--- config.mk ---
export PLATFORM = sky130hd
export DESIGN_NAME = xoshiro_bounded_random
export DESIGN_NICKNAME = d
export VERILOG_FILES = /design/src/design/xbr_pkg.sv /design/src/design/xbr_datapath.sv /design/src/design/xbr_controller.sv /design/src/design/xoshiro_bounded_random.sv
export SDC_FILE = /design/constraint.sdc
export NUM_CORES = 2
export LEC_CHECK = 0
export ABC_AREA = 1
export CAP_MARGIN = 20
export CORE_UTILIZATION = 38
export CTS_CLUSTER_SIZE = 28
export DETAILED_ROUTE_END_ITERATION = 12
export DONT_BUFFER_PORTS = 1
export SLEW_MARGIN = 40
export SYNTH_ARGS = -nofsm -noshare
export SYNTH_HDL_FRONTEND = slang
export SYNTH_SLANG_ARGS = --single-unit
--- constraint.sdc ---
create_clock -name clock -period 26 [get_ports clock]
set_clock_uncertainty 0.05 [all_clocks]
set_input_delay 5.2 -clock clock [delete_from_list [all_inputs] [get_ports clock]]
set_output_delay 5.2 -clock clock [all_outputs]
set_load 0.02 [all_outputs]
--- src/design/xbr_pkg.sv ---
// shared types and constants for the bounded xoshiro256** generator
package xbr_pkg;

   localparam int WORD_W     = 64;
   localparam int HALF_W     = 32;
   localparam int BOUND_W    = 31;
   localparam int DIV_STEPS  = 64;
   localparam int CNT_W      = 6;
   localparam int CSR_ADDR_W = 4;
   localparam int CSR_DATA_W = 64;
   localparam int CSR_IDX_LO = 3;

   localparam logic [WORD_W-1:0] GOLDEN_GAMMA = 64'h9E3779B97F4A7C15;
   localparam logic [WORD_W-1:0] MIX_MUL_A    = 64'hBF58476D1CE4E5B9;
   localparam logic [WORD_W-1:0] MIX_MUL_B    = 64'h94D049BB133111EB;
   localparam logic [WORD_W-1:0] SEED_RESET   = 64'd1;

   localparam logic CMD_RESEED = 1'b0;
   localparam logic CMD_DRAW   = 1'b1;

   localparam logic CSR_SEED_VALUE = 1'b0;

   localparam logic MUL_SEL_A = 1'b0;
   localparam logic MUL_SEL_B = 1'b1;

   typedef enum logic [3:0] {
      DP_NOP,
      DP_CAPTURE,
      DP_LOAD_SEED,
      DP_SM_ADD,
      DP_MUL_LL,
      DP_MUL_LH,
      DP_MUL_HL,
      DP_MIX,
      DP_STORE_WORD,
      DP_DRAW,
      DP_SCALE,
      DP_DIV_STEP,
      DP_PUBLISH
   } dp_op_type;

   typedef enum logic [3:0] {
      ST_IDLE,
      ST_SEED,
      ST_SM_ADD,
      ST_MUL_LL,
      ST_MUL_LH,
      ST_MUL_HL,
      ST_MIX,
      ST_STORE,
      ST_DRAW,
      ST_SCALE,
      ST_DIV,
      ST_PUBLISH
   } ctl_state_type;

   typedef struct packed {
      dp_op_type  op;
      logic       mul_sel;
      logic [1:0] word_sel;
   } dp_cmd_type;

endpackage

--- src/design/xbr_datapath.sv ---
// generator words, splitmix64 seeder, shared 32x32 multiplier and bit-serial modulo
module xbr_datapath (
   input  logic                                clock,
   input  logic                                reset,
   input  xbr_pkg::dp_cmd_type                 cmd,
   input  logic [xbr_pkg::BOUND_W-1:0]         req_bound,
   input  logic [xbr_pkg::WORD_W-1:0]          seed_value,
   output logic [xbr_pkg::BOUND_W-1:0]         drawn_value
);

   logic [xbr_pkg::WORD_W-1:0]  words_ff [4];
   logic [xbr_pkg::WORD_W-1:0]  words_in [4];
   logic [xbr_pkg::WORD_W-1:0]  ctr_ff, ctr_in;
   logic [xbr_pkg::WORD_W-1:0]  z_ff, z_in;
   logic [xbr_pkg::WORD_W-1:0]  acc_ff, acc_in;
   logic [xbr_pkg::WORD_W-1:0]  raw_ff, raw_in;
   logic [xbr_pkg::BOUND_W-1:0] rem_ff, rem_in;
   logic [xbr_pkg::BOUND_W-1:0] bound_ff, bound_in;
   logic [xbr_pkg::BOUND_W-1:0] out_ff, out_in;

   logic [xbr_pkg::WORD_W-1:0]  mul_k;
   logic [xbr_pkg::HALF_W-1:0]  mul_a, mul_b;
   logic [xbr_pkg::WORD_W-1:0]  mul_p;
   logic [xbr_pkg::WORD_W-1:0]  sm_sum;
   logic [xbr_pkg::WORD_W-1:0]  w1_x5;
   logic [xbr_pkg::WORD_W-1:0]  n0, n1, n2, n3;
   logic [xbr_pkg::BOUND_W:0]   partial;
   logic [xbr_pkg::BOUND_W:0]   diff;
   logic                        fits;

   assign mul_k = (cmd.mul_sel == xbr_pkg::MUL_SEL_B) ? xbr_pkg::MIX_MUL_B
                                                      : xbr_pkg::MIX_MUL_A;

   always_comb begin
      mul_a = z_ff[xbr_pkg::HALF_W-1:0];
      mul_b = mul_k[xbr_pkg::HALF_W-1:0];
      if (cmd.op == xbr_pkg::DP_MUL_LH) begin
         mul_b = mul_k[xbr_pkg::WORD_W-1:xbr_pkg::HALF_W];
      end else if (cmd.op == xbr_pkg::DP_MUL_HL) begin
         mul_a = z_ff[xbr_pkg::WORD_W-1:xbr_pkg::HALF_W];
      end
   end

   assign mul_p  = 64'(mul_a) * 64'(mul_b);
   assign sm_sum = ctr_ff + xbr_pkg::GOLDEN_GAMMA;
   assign w1_x5  = words_ff[1] + (words_ff[1] << 2);

   // xoshiro256** state update
   assign n2 = words_ff[2] ^ words_ff[0];
   assign n3 = words_ff[3] ^ words_ff[1];
   assign n1 = words_ff[1] ^ n2;
   assign n0 = words_ff[0] ^ n3;

   // restoring remainder step
   assign partial = {rem_ff, raw_ff[xbr_pkg::WORD_W-1]};
   assign fits    = (partial >= {1'b0, bound_ff});
   assign diff    = partial - {1'b0, bound_ff};

   always_comb begin
      words_in = words_ff;
      ctr_in   = ctr_ff;
      z_in     = z_ff;
      acc_in   = acc_ff;
      raw_in   = raw_ff;
      rem_in   = rem_ff;
      bound_in = bound_ff;
      out_in   = out_ff;
      unique case (cmd.op)
         xbr_pkg::DP_NOP: begin
         end
         xbr_pkg::DP_CAPTURE: begin
            bound_in = (req_bound == '0) ? xbr_pkg::BOUND_W'(1) : req_bound;
         end
         xbr_pkg::DP_LOAD_SEED: begin
            ctr_in = seed_value;
         end
         xbr_pkg::DP_SM_ADD: begin
            ctr_in = sm_sum;
            z_in   = sm_sum ^ (sm_sum >> 30);
         end
         xbr_pkg::DP_MUL_LL: begin
            acc_in = mul_p;
         end
         xbr_pkg::DP_MUL_LH, xbr_pkg::DP_MUL_HL: begin
            acc_in = acc_ff + {mul_p[xbr_pkg::HALF_W-1:0], {xbr_pkg::HALF_W{1'b0}}};
         end
         xbr_pkg::DP_MIX: begin
            z_in = acc_ff ^ (acc_ff >> 27);
         end
         xbr_pkg::DP_STORE_WORD: begin
            words_in[cmd.word_sel] = acc_ff ^ (acc_ff >> 31);
         end
         xbr_pkg::DP_DRAW: begin
            raw_in      = {w1_x5[56:0], w1_x5[63:57]};
            rem_in      = '0;
            words_in[0] = n0;
            words_in[1] = n1;
            words_in[2] = n2 ^ (words_ff[1] << 17);
            words_in[3] = {n3[18:0], n3[63:19]};
         end
         xbr_pkg::DP_SCALE: begin
            raw_in = raw_ff + (raw_ff << 3);
         end
         xbr_pkg::DP_DIV_STEP: begin
            rem_in = fits ? diff[xbr_pkg::BOUND_W-1:0] : partial[xbr_pkg::BOUND_W-1:0];
            raw_in = raw_ff << 1;
         end
         xbr_pkg::DP_PUBLISH: begin
            out_in = rem_ff;
         end
         default: begin
         end
      endcase
   end

   always_ff @(posedge clock) begin
      if (reset) begin
         words_ff <= '{default: '0};
         ctr_ff   <= '0;
      end else begin
         words_ff <= words_in;
         ctr_ff   <= ctr_in;
      end
   end

   always_ff @(posedge clock) begin
      z_ff     <= z_in;
      acc_ff   <= acc_in;
      raw_ff   <= raw_in;
      rem_ff   <= rem_in;
      bound_ff <= bound_in;
      out_ff   <= out_in;
   end

   assign drawn_value = out_ff;

endmodule

--- src/design/xbr_controller.sv ---
// sequencing state machine for reseed and draw requests
module xbr_controller (
   input  logic                clock,
   input  logic                reset,
   input  logic                req_valid,
   input  logic                req_command,
   output logic                req_ready,
   output logic                rsp_valid,
   input  logic                rsp_ready,
   output xbr_pkg::dp_cmd_type cmd
);

   xbr_pkg::ctl_state_type state_ff, state_in;
   logic [1:0]                idx_ff, idx_in;
   logic                      pass_ff, pass_in;
   logic [xbr_pkg::CNT_W-1:0] cnt_ff, cnt_in;
   logic                      rsp_valid_ff, rsp_valid_in;
   logic                      out_free;

   assign out_free = !rsp_valid_ff || rsp_ready;

   always_comb begin
      state_in = state_ff;
      unique case (state_ff)
         xbr_pkg::ST_IDLE: begin
            if (req_valid) begin
               state_in = (req_command == xbr_pkg::CMD_RESEED) ? xbr_pkg::ST_SEED
                                                               : xbr_pkg::ST_DRAW;
            end
         end
         xbr_pkg::ST_SEED:   state_in = xbr_pkg::ST_SM_ADD;
         xbr_pkg::ST_SM_ADD: state_in = xbr_pkg::ST_MUL_LL;
         xbr_pkg::ST_MUL_LL: state_in = xbr_pkg::ST_MUL_LH;
         xbr_pkg::ST_MUL_LH: state_in = xbr_pkg::ST_MUL_HL;
         xbr_pkg::ST_MUL_HL: begin
            state_in = (pass_ff == xbr_pkg::MUL_SEL_A) ? xbr_pkg::ST_MIX : xbr_pkg::ST_STORE;
         end
         xbr_pkg::ST_MIX:    state_in = xbr_pkg::ST_MUL_LL;
         xbr_pkg::ST_STORE: begin
            state_in = (idx_ff == 2'd3) ? xbr_pkg::ST_IDLE : xbr_pkg::ST_SM_ADD;
         end
         xbr_pkg::ST_DRAW:   state_in = xbr_pkg::ST_SCALE;
         xbr_pkg::ST_SCALE:  state_in = xbr_pkg::ST_DIV;
         xbr_pkg::ST_DIV: begin
            if (cnt_ff == xbr_pkg::CNT_W'(xbr_pkg::DIV_STEPS - 1)) begin
               state_in = xbr_pkg::ST_PUBLISH;
            end
         end
         xbr_pkg::ST_PUBLISH: begin
            if (out_free) begin
               state_in = xbr_pkg::ST_IDLE;
            end
         end
         default: state_in = xbr_pkg::ST_IDLE;
      endcase
   end

   always_comb begin
      req_ready    = 1'b0;
      cmd.op       = xbr_pkg::DP_NOP;
      cmd.mul_sel  = pass_ff;
      cmd.word_sel = idx_ff;
      unique case (state_ff)
         xbr_pkg::ST_IDLE: begin
            req_ready = 1'b1;
            if (req_valid) begin
               cmd.op = xbr_pkg::DP_CAPTURE;
            end
         end
         xbr_pkg::ST_SEED:    cmd.op = xbr_pkg::DP_LOAD_SEED;
         xbr_pkg::ST_SM_ADD:  cmd.op = xbr_pkg::DP_SM_ADD;
         xbr_pkg::ST_MUL_LL:  cmd.op = xbr_pkg::DP_MUL_LL;
         xbr_pkg::ST_MUL_LH:  cmd.op = xbr_pkg::DP_MUL_LH;
         xbr_pkg::ST_MUL_HL:  cmd.op = xbr_pkg::DP_MUL_HL;
         xbr_pkg::ST_MIX:     cmd.op = xbr_pkg::DP_MIX;
         xbr_pkg::ST_STORE:   cmd.op = xbr_pkg::DP_STORE_WORD;
         xbr_pkg::ST_DRAW:    cmd.op = xbr_pkg::DP_DRAW;
         xbr_pkg::ST_SCALE:   cmd.op = xbr_pkg::DP_SCALE;
         xbr_pkg::ST_DIV:     cmd.op = xbr_pkg::DP_DIV_STEP;
         xbr_pkg::ST_PUBLISH: begin
            if (out_free) begin
               cmd.op = xbr_pkg::DP_PUBLISH;
            end
         end
         default: cmd.op = xbr_pkg::DP_NOP;
      endcase
   end

   always_comb begin
      idx_in       = idx_ff;
      pass_in      = pass_ff;
      cnt_in       = cnt_ff;
      rsp_valid_in = rsp_valid_ff;
      if (rsp_ready) begin
         rsp_valid_in = 1'b0;
      end
      if (cmd.op == xbr_pkg::DP_PUBLISH) begin
         rsp_valid_in = 1'b1;
      end
      if (state_ff == xbr_pkg::ST_MIX) begin
         pass_in = xbr_pkg::MUL_SEL_B;
      end
      if (state_ff == xbr_pkg::ST_STORE) begin
         pass_in = xbr_pkg::MUL_SEL_A;
         idx_in  = idx_ff + 2'd1;
      end
      if (state_ff == xbr_pkg::ST_SCALE) begin
         cnt_in = '0;
      end
      if (state_ff == xbr_pkg::ST_DIV) begin
         cnt_in = cnt_ff + xbr_pkg::CNT_W'(1);
      end
   end

   always_ff @(posedge clock) begin
      if (reset) begin
         state_ff     <= xbr_pkg::ST_IDLE;
         idx_ff       <= '0;
         pass_ff      <= xbr_pkg::MUL_SEL_A;
         cnt_ff       <= '0;
         rsp_valid_ff <= 1'b0;
      end else begin
         state_ff     <= state_in;
         idx_ff       <= idx_in;
         pass_ff      <= pass_in;
         cnt_ff       <= cnt_in;
         rsp_valid_ff <= rsp_valid_in;
      end
   end

   assign rsp_valid = rsp_valid_ff;

   a_idle_counters_clear: assert property (@(posedge clock) disable iff (reset)
      state_ff == xbr_pkg::ST_IDLE |-> idx_ff == 2'd0 && pass_ff == xbr_pkg::MUL_SEL_A)
      else $error("seeding counters not clear in idle");

   a_div_starts_at_zero: assert property (@(posedge clock) disable iff (reset)
      state_ff == xbr_pkg::ST_SCALE |=> state_ff == xbr_pkg::ST_DIV && cnt_ff == '0)
      else $error("modulo does not start at step zero");

   a_publish_waits: assert property (@(posedge clock) disable iff (reset)
      state_ff == xbr_pkg::ST_PUBLISH && rsp_valid_ff && !rsp_ready
      |=> state_ff == xbr_pkg::ST_PUBLISH && rsp_valid_ff)
      else $error("pending result overwritten");

   a_div_exit_after_all_bits: assert property (@(posedge clock) disable iff (reset)
      state_ff == xbr_pkg::ST_DIV && state_in == xbr_pkg::ST_PUBLISH
      |-> cnt_ff == xbr_pkg::CNT_W'(xbr_pkg::DIV_STEPS - 1))
      else $error("modulo left early");

endmodule

--- src/design/xoshiro_bounded_random.sv ---
// Bounded xoshiro256** random generator seeded through splitmix64.
// A request carries req_command and req_bound over a valid/ready channel.
// command reseed loads the seed register into the splitmix64 counter and
// fills the four generator words; it returns nothing. Each word takes an
// add, two three-step 64-bit multiplies on one shared 32x32 multiplier
// with a mix step between them, and a store.
// command draw advances the generator and returns the 64-bit output modulo
// the bound on rsp_drawn_value; a bound of zero acts as one. A draw passes
// through the draw, scale, 64-step bit-serial remainder and publish steps
// before rsp_valid rises. One request is in work at a time; req_ready is
// high only while idle.
// The result sits in an output register; a new request may be accepted
// while it waits, and a stalled receiver holds the next draw at its end.
// Reset sets the seed register to 1 and clears the generator words and
// the seeder counter; draws before any reseed return 0.
// The seed register is written over the csr_ APB port at byte address 0.
module xoshiro_bounded_random (
   input  logic                               clock,
   input  logic                               reset,
   input  logic                               req_valid,
   output logic                               req_ready,
   input  logic                               req_command,
   input  logic [xbr_pkg::BOUND_W-1:0]        req_bound,
   output logic                               rsp_valid,
   input  logic                               rsp_ready,
   output logic [xbr_pkg::BOUND_W-1:0]        rsp_drawn_value,
   input  logic                               csr_psel,
   input  logic                               csr_penable,
   input  logic                               csr_pwrite,
   input  logic [xbr_pkg::CSR_ADDR_W-1:0]     csr_paddr,
   input  logic [xbr_pkg::CSR_DATA_W-1:0]     csr_pwdata,
   output logic [xbr_pkg::CSR_DATA_W-1:0]     csr_prdata,
   output logic                               csr_pready
);

   logic [xbr_pkg::WORD_W-1:0] seed_ff, seed_in;
   logic                       csr_sel_seed;
   xbr_pkg::dp_cmd_type        cmd;

   assign csr_pready   = 1'b1;
   assign csr_sel_seed = (csr_paddr[xbr_pkg::CSR_ADDR_W-1:xbr_pkg::CSR_IDX_LO]
                          == xbr_pkg::CSR_SEED_VALUE);

   always_comb begin
      seed_in = seed_ff;
      if (csr_psel && csr_penable && csr_pwrite && csr_pready && csr_sel_seed) begin
         seed_in = csr_pwdata;
      end
   end

   always_ff @(posedge clock) begin
      if (reset) begin
         seed_ff <= xbr_pkg::SEED_RESET;
      end else begin
         seed_ff <= seed_in;
      end
   end

   assign csr_prdata = csr_sel_seed ? seed_ff : '0;

   xbr_controller u_controller (
      .clock       (clock),
      .reset       (reset),
      .req_valid   (req_valid),
      .req_command (req_command),
      .req_ready   (req_ready),
      .rsp_valid   (rsp_valid),
      .rsp_ready   (rsp_ready),
      .cmd         (cmd)
   );

   xbr_datapath u_datapath (
      .clock       (clock),
      .reset       (reset),
      .cmd         (cmd),
      .req_bound   (req_bound),
      .seed_value  (seed_ff),
      .drawn_value (rsp_drawn_value)
   );

endmodule

==> metrics.cfg <==
[synthesis]
synth_most_common_cell = nand2_1
synthArstFlopShare_pct = 0
synth_top_cell_area_share_pct = 20.7
synth_edf_count = 285
synth_area_leaders = fa_1 (21%), edfxtp_1 (11%), nand2_1 (10%), dfxtp_1 (9.9%), inv_1 (9.2%)
netlist_instances = 11000
ys_seq_area_share_pct = 20.5
ys_seq_elements = 683
avgSynthCellArea_sq_um = 7.29
synthFlopType = dfxtp_1
synth_fp_nets = 12500
synth_area_sq_um = 80400
synth_warnings = 0
synth_cell_types = 67
synth_top_cell_by_area = fa_1
ys_top_cells_by_count = nand2_1 (2200), inv_1 (1967), nor2_1 (1219)

[layout]
layout.cells.non_filler = 13700
final_nets = 12300
drive_gt1_share_pct = 4.14
final_util_pct = 41.0
syn_to_final_growth_pct = 7.08

[detailed_routing]
via_per_inst = 5.43
drt_iter0_markers = 7229
antenna_left = 0
drc = 0
wl_per_cell_um = 23.9
vias = 74400
postRouteWirelength_mm = 327
first_pass_iters = 9

[grt]
grt_max_degree = 193
grtUsageTotal_pct = 30.3
grt_pass1_vias = 72900
grt_first_pass_wirelength_mm = 477
gr-total-overflow = 0
antenna_found_initial = 8

[clock_network]
h-tree-depth = 3
post-cts-setup-buffers = 0
hold_buffers = 0
cts_tree = yes
ctsResizeCount = 0
clk_latency_ns = 0.74
clock_sinks = 683
cts-root-buf = clkbuf_16
cts_buffer_depth = 3
cts_buffers = 82
path_clk_slew_ns = 0.06

[timing]
rsz0062_at_grt = false
relSlewSlack_pct = 38.0
worstMarginPinSlew_ns = 0.929
fin_crit_ns = 11.19
slew_viol_final = 0
setup_ws_ns = 14.81
hold_viol_final = 0
fin_tns_setup_ns = 0
max_freq_ghz = 0.0894
setup-violations-final = 0
period_share_pct = 43.0

[place]
pre_cts_slack_ns = 14.86
dp_cells = 13500
dp_hpwl_mm = 267
place.gp.congestion = 1.02
portBuffers = 0

[floorplan]
io_pins = 205
initial_core_util_pct = 38.3
rows = 168
die-area_sq_um = 213000
die_w_um = 462
core_sq_um = 210000
die_y_um = 462

[worst_setup_path]
worstSetupPathType = reg2reg
required_ns = 26.41
slowest_delay_ns = 0.74
end_kind = flop
worst_path_most_repeated_cell = inv_1
worstPathArrival_ns = 11.59
critPathLaunchType = flop
slowest_stage = nor2_1
path_max_fanout = 64

[run_status]
status = finished clean

[job]
cap_violations = 0

[min_path]
hp-class = reg2reg

-- worst paths after layout --
check / startpoint / cells after the start / to / slack [ns]
worst min-delay path: seed_ff[44]$_SDFFE_PP0P_ / 2 / seed_ff[44]$_SDFFE_PP0P_ / 0.43
worst min register to register: seed_ff[44]$_SDFFE_PP0P_ / 2 / seed_ff[44]$_SDFFE_PP0P_ / 0.43
worst max register to register: u_controller.state_ff[0]$_SDFFE_PP0P_ / 38 / u_datapath.acc_ff[53]$_DFFE_PP_ / 14.81
worst max-delay path: u_controller.state_ff[0]$_SDFFE_PP0P_ / 38 / u_datapath.acc_ff[53]$_DFFE_PP_ / 14.81
-- worst max-delay path: cells and delay by family (launching register included) --
kind            cells  cell delay (ns)
fa+ha+maj          10             4.86
simple gates       11             2.42
buf+inv            11             1.42
compound gates      5             1.29
xor+xnor            1             0.49
flops               1             0.35
-- registers in the layout (all words and copies together) (netlist names) --
signal,cells
u_datapath.bound_ff,31
u_datapath.drawn_value,31
u_datapath.rem_ff,31
u_datapath.z_ff,64
u_controller.state_ff,4
u_controller.cnt_ff,6
u_controller.rsp_valid,1
u_datapath.raw_ff,64
u_datapath.words_ff,256
u_datapath.ctr_ff,64
u_datapath.acc_ff,64
seed_ff,64
u_controller.idx_ff,2
u_controller.pass_ff,1
-- per-layer routing --
metal,GRT usage (%),vias to the layer above,wire length (um)
met5,0,-,49
met4,15.8,8,19400
met3,4.06,621,23200
met2,49.5,3040,151000
met1,39.0,36200,133000
li1,-,34500,-
-- cells in the final DEF (no fill, tap or decap), drive strengths merged, types with 7 or more instances in the layout --
cell | synthesis | layout
a21boi | 9 | 9
xor2 | 233 | 233
buf | 155 | 88
o211ai | 7 | 7
fa | 831 | 831
o32ai | 17 | 17
or2 | 31 | 31
a31oi | 165 | 165
clkbuf | 235 | 113
a211oi | 28 | 28
bufinv | 0 | 8
xnor2 | 143 | 143
edfxtp | 285 | 285
dfxtp | 398 | 398
nand2 | 2209 | 2209
nand3 | 681 | 681
ha | 525 | 525
nor2 | 1302 | 1302
o21a | 16 | 16
a21o | 17 | 17
nand4 | 84 | 84
nor3 | 137 | 137
a21oi | 720 | 720
inv | 1998 | 2003
nor4 | 20 | 20
clkinv | 6 | 28
o21ai | 681 | 681
diode | 0 | 8
o21bai | 38 | 38
nand3b | 27 | 27
-- through the flow --
stage,cell area (sq um),hold WS (ns)
2_1_floorplan,80400,0.382
3_3_place_gp,82900,0.415
3_5_place_dp,83100,0.419
4_1_cts,86000,0.432
5_1_grt,86100,0.447
6_report,86100,0.427
-- kinds of logic (layout without fill, tap and decap cells) --
| group | Yosys count | in the layout | synth area share, % |
|---|---|---|---|
| AO/OA/AOI/OAI | 1721 | 1721 | 11.6 |
| XOR/XNOR | 376 | 376 | 4.09 |
| adder cells (fa/ha/maj) | 1356 | 1356 | 28.9 |
| buffers and inverters | 2394 | 2245 | 11.6 |
| flip-flops | 683 | 683 | 20.5 |
| other | 1 | 9 | 0.00466 |
| AND/OR/NAND/NOR | 4499 | 4499 | 23.3 |
-- layout make-up --
cell class | instances | area (sq um)
flip-flops and latches | 683 | 16500
clock buffers | 113 | 2440
well taps | 2805 | 3510
diodes | 8 | 20.0
inverters | 2004 | 7550
clock inverters | 40 | 463
repair buffers | 88 | 816
fillers | 21800 | 124000
multi-input cells | 7953 | 54800
Power is left out: the tool's default activity adds up to more than one toggle a clock period on the data nets, which glitch-free logic cannot reach.
